`src/sv/lphm_pkg.sv`:
```
`default_nettype none
package lphm_pkg;
    localparam int SLOT_COUNT_DEFAULT = 1024;
    localparam int KEY_W = 32;
    localparam int VAL_W = 32;
    localparam int CNT_W = 11;
    localparam logic [CNT_W-1:0] LOAD_LIMIT_RESET = 11'd768;
    localparam logic REQ_GET = 1'b0;
    localparam logic REQ_SET = 1'b1;

    typedef struct packed {
        logic              is_set;
        logic [KEY_W-1:0]  key;
        logic [31:0]       hash;
        logic [VAL_W-1:0]  value;
    } req_t;
endpackage
`default_nettype wire

```
`src/sv/lphm_front.sv`:
```
`default_nettype none
// accepts requests into a two-entry queue
module lphm_front (
    input  wire logic           clk,
    input  wire logic           rst_n,
    input  wire logic           push,
    input  wire lphm_pkg::req_t push_req,
    output logic                full,
    input  wire logic           pop,
    output logic                not_empty,
    output lphm_pkg::req_t      head
);
    lphm_pkg::req_t q_reg [2];
    logic           rd_ptr_reg;
    logic           wr_ptr_reg;
    logic [1:0]     cnt_reg;

    assign full      = (cnt_reg == 2'd2);
    assign not_empty = (cnt_reg != 2'd0);
    assign head      = q_reg[rd_ptr_reg];

    always_ff @(posedge clk)
    begin
        if (push)
        begin
            q_reg[wr_ptr_reg] <= push_req;
        end
    end

    always_ff @(posedge clk or negedge rst_n)
    begin
        if (!rst_n)
        begin
            rd_ptr_reg <= 1'b0;
            wr_ptr_reg <= 1'b0;
            cnt_reg    <= 2'd0;
        end
        else
        begin
            if (push)
            begin
                wr_ptr_reg <= ~wr_ptr_reg;
            end
            if (pop)
            begin
                rd_ptr_reg <= ~rd_ptr_reg;
            end
            cnt_reg <= cnt_reg + {1'b0, push} - {1'b0, pop};
        end
    end

`ifndef SYNTHESIS
    a_no_overflow: assert property (@(posedge clk) disable iff (!rst_n)
        full |-> !push || pop) else $error("queue overflow");
    a_no_underflow: assert property (@(posedge clk) disable iff (!rst_n)
        pop |-> not_empty) else $error("queue underflow");
    a_cnt_range: assert property (@(posedge clk) disable iff (!rst_n)
        cnt_reg != 2'd3) else $error("bad count");
`endif
endmodule
`default_nettype wire

```
`config.mk`:
```
export PLATFORM = sky130hd
export DESIGN_NAME = lphm_front
export DESIGN_NICKNAME = d
export VERILOG_FILES = /design/src/sv/lphm_pkg.sv /design/src/sv/lphm_front.sv
export SDC_FILE = /design/constraint.sdc
export NUM_CORES = 1
export LEC_CHECK = 0
export BUFFER_PORTS_ARGS = -buffer_cell sky130_fd_sc_hd__buf_2
export CAP_MARGIN = 20
export CORE_MARGIN = 10
export CORE_UTILIZATION = 33
export CTS_CLUSTER_DIAMETER = 30
export DETAILED_ROUTE_END_ITERATION = 10
export PLACE_DENSITY_LB_ADDON = 0.05
export SLEW_MARGIN = 25
export SYNTH_ARGS = -nofsm -noshare
export SYNTH_HDL_FRONTEND = slang
export SYNTH_SLANG_ARGS = --single-unit
```
`constraint.sdc`:
```
create_clock -name clk -period 7.5 [get_ports clk]
set_clock_uncertainty 0.05 [all_clocks]
set_input_delay 1.5 -clock clk [delete_from_list [all_inputs] [get_ports clk]]
set_output_delay 1.5 -clock clk [all_outputs]
set_load 0.05 [all_outputs]
```
==> results.md <==
* EDFF count, synth at 194
* Die Height at 168 µm
* CP bufs+invs at 2
* TritonCTS Buffers at 17
* Worst-path cell chain: buf_4 -> mux2_2 -> buf_2
* TritonCTS clock tree: done
* CP max FO at 50
* WHS at 0.527 ns
* Max_cap viols at 0
* Syn-to-layout area delta at 26.5%
* #FFs+latches synth at 198
* Sequential Area at 5930 µm²
* RD Place Congestion at 0.722
* Sw frac at 40.8%
* Die footprint at 28400 µm²
* Final worst setup slack at 3.17 ns
* Main synth FF type: edfxtp_1
* Max Freq at 231 MHz
* DP Area at 8620 µm²
* Placed wire-length estimate at 10800 µm
* DRT iter0 DRCs at 120
* Initial antenna violation count at 5
* CTS Root Cell: clkbuf_16
* Postcts setup bufs at 0
* Seq pwr share at 38.2%
* Routed vias at 3579
* Power Internal at 2.44 mW
* Gr ovfl total at 0
* Tightest Hold Check Type: flop to flop
* # rows at 54
* CTS max path bufs at 2
* Synth area leaders: edfxtp_1 (80%), mux2_2 (12%), mux2_4 (4.1%), dfrtp_1 (1.4%), buf_6 (0.62%)
* Worst rel slew slack at 44.3%
* Boundary Pins at 200
* Core area at 21800 µm²
* NumNets Final at 632
* Distinct cells, synth at 13
* M1 GR Usage at 11.8%
* WL final at 15700 µm
* Delay-heaviest family, CP: flip-flops
* Commonest cells in the netlist: edfxtp_1 (194), mux2_2 (77), mux2_4 (20)
* Worst Tran Pin Value at 0.835 ns
* Data required time of the worst path at 5.95 ns
* Worst-path clk slew at 0.07 ns
* Fillers at 2001
* Cts repair resizes at 0
* Mapped Area at 7270 µm²
* Syn Inst Count at 317
* Slew Viols, Final at 0
* Worst-Skew Late Latency at 0.42 ns
* # DRC at 0
* GRT busiest layer: met2
* Max reg flops at 194
* Cell with the most instances after synthesis: edfxtp_1
* Die Wd at 168 µm
* Multi-input gate area at 1270 µm²
* Pwr Density at 447 nW/µm²
* RSZ-0062 raised after global routing: no
* First-pass DRT Iterations at 4
* Synthesized Nets at 420
* Sink Count at 198
* Post-synth top area cell: edfxtp_1
* Worst Setup End Kind: output port
* Clk network pwr share at 21.7%
* Top cell type's share of synthesized area at 80.1%
* Status: finished clean
* Htree depth at 4
* Setup violators final at 0
* Crit path DAT at 2.78 ns
* Post-CTS Hold Fix Bufs at 0
* ANT nets after route at 0
* Net Switching at 1.68 mW
* Total Routing Usage GR at 10.9%
* Worst Setup Start Kind: flop
* Wire length per cell at 19.1 µm
* Routed vias/inst at 4.35
* CP max-delay cell: dfrtp_4
* Vias in the first global route at 4051
* Sequential cell area fraction in the yosys report at 81.5%
* Comb pwr share at 40.1%
* Post-Place Worst Slack at 3.53 ns
* Largest net degree at the start of global routing at 75
* Final instance area at 9200 µm²
* GR Util met3 at 5.49%
* Layout cell share with drive strength beyond 1 at 61.7%
* CP Class: flop to output port
* Met2 GRT Util at 17.9%
* Yosys warns at 0
* First-pass GRT wire length at 23200 µm
* Final Hold Viols at 0
* Setup TNS Final at 0 ns
* CP max stage delay at 0.93 ns
* FFs w/ async S/R, synth at 2.02%
* Initial Util at 33.4%
* Static Leak at 3.49 nW
* Post-layout minimum cycle time at 4.33 ns
* Max IR drop VDD at 195 µV
* Synthesized area per cell at 22.9 µm²
* Fin crit share at 57.8%
* PortBufs at 199
[worst reg2reg max path, cell delays in order (launching register included)]
cell and delay [ns]:
dfrtp_1 0.44, nor2b_4 0.49, buf_8 0.23, buf_4 0.68
[cells in the final DEF (no fill, tap or decap), drive strengths merged]
cell type / n
and2: 1
buf: 204
bufinv: 2
clkbuf: 18
clkinv: 4
clkinvlp: 3
dfrtp: 4
diode: 1
edfxtp: 194
ha: 2
inv: 6
mux2: 97
nor2b: 2
or2: 1
xor2: 2
xor3: 1
[metal layers]
layer | wire length [µm] | vias up
li1 | - | 1682
met1 | 6420 | 1749
met2 | 7670 | 122
met3 | 1390 | 18
met4 | 156 | 8
met5 | 57 | -
[final cells by class]
class	instances	area share, %
multi-input combinational	106	13.8
antenna	1	0.0272
tap	280	3.81
clock inverter	13	1.62
timing repair buffer	204	11.6
clock buffer	18	4.66
inverter	2	0.0816
sequential	198	64.4
[through the flow]
stage	power [mW]	cells	util, %
finish	4.12	822	42.3
CTS	4.20	821	42.3
global placement	3.27	788	39.4
global route	4.31	821	42.3
floorplan	2.92	317	-
detailed placement	3.30	790	39.6
[power groups by stage]
stage / combinational, mW / clock, mW / sequential, mW
6_report: 1.65 / 0.893 / 1.57
5_1_grt: 1.74 / 0.972 / 1.60
4_1_cts: 1.69 / 0.925 / 1.58
3_5_place_dp: 1.69 / 0 / 1.61
3_3_place_gp: 1.67 / 0 / 1.60
2_1_floorplan: 1.37 / 0 / 1.55
[final timing paths]
kind | start | endpoint | slack, ns | depth (start not counted)
worst max register to register | wr_ptr_reg$_DFFE_PN0P_ | q_reg[0][23]$_DFFE_PP_ | 5.21 | 3
max in group asynchronous | rst_n | rd_ptr_reg$_DFFE_PN0P_ | 6.42 | 1
worst max-delay path | rd_ptr_reg$_DFFE_PN0P_ | head[90] | 3.17 | 3
worst min-delay path | wr_ptr_reg$_DFFE_PN0P_ | wr_ptr_reg$_DFFE_PN0P_ | 0.53 | 1
worst min register to register | wr_ptr_reg$_DFFE_PN0P_ | wr_ptr_reg$_DFFE_PN0P_ | 0.53 | 1
min in group asynchronous | rst_n | cnt_reg[0]$_DFF_PN0_ | 0.83 | 1
[cells by family after synthesis]
kind of cell,count (synthesis),share of synthesized area (%)
buffers and inverters,13,1.20
xor gates and xnor gates,3,0.568
muxes,97,16.1
adders and majority gates,2,0.344
DFF,198,81.5
and+or+nand+nor,4,0.344
Note: power is estimated with default switching activity, not from simulation.
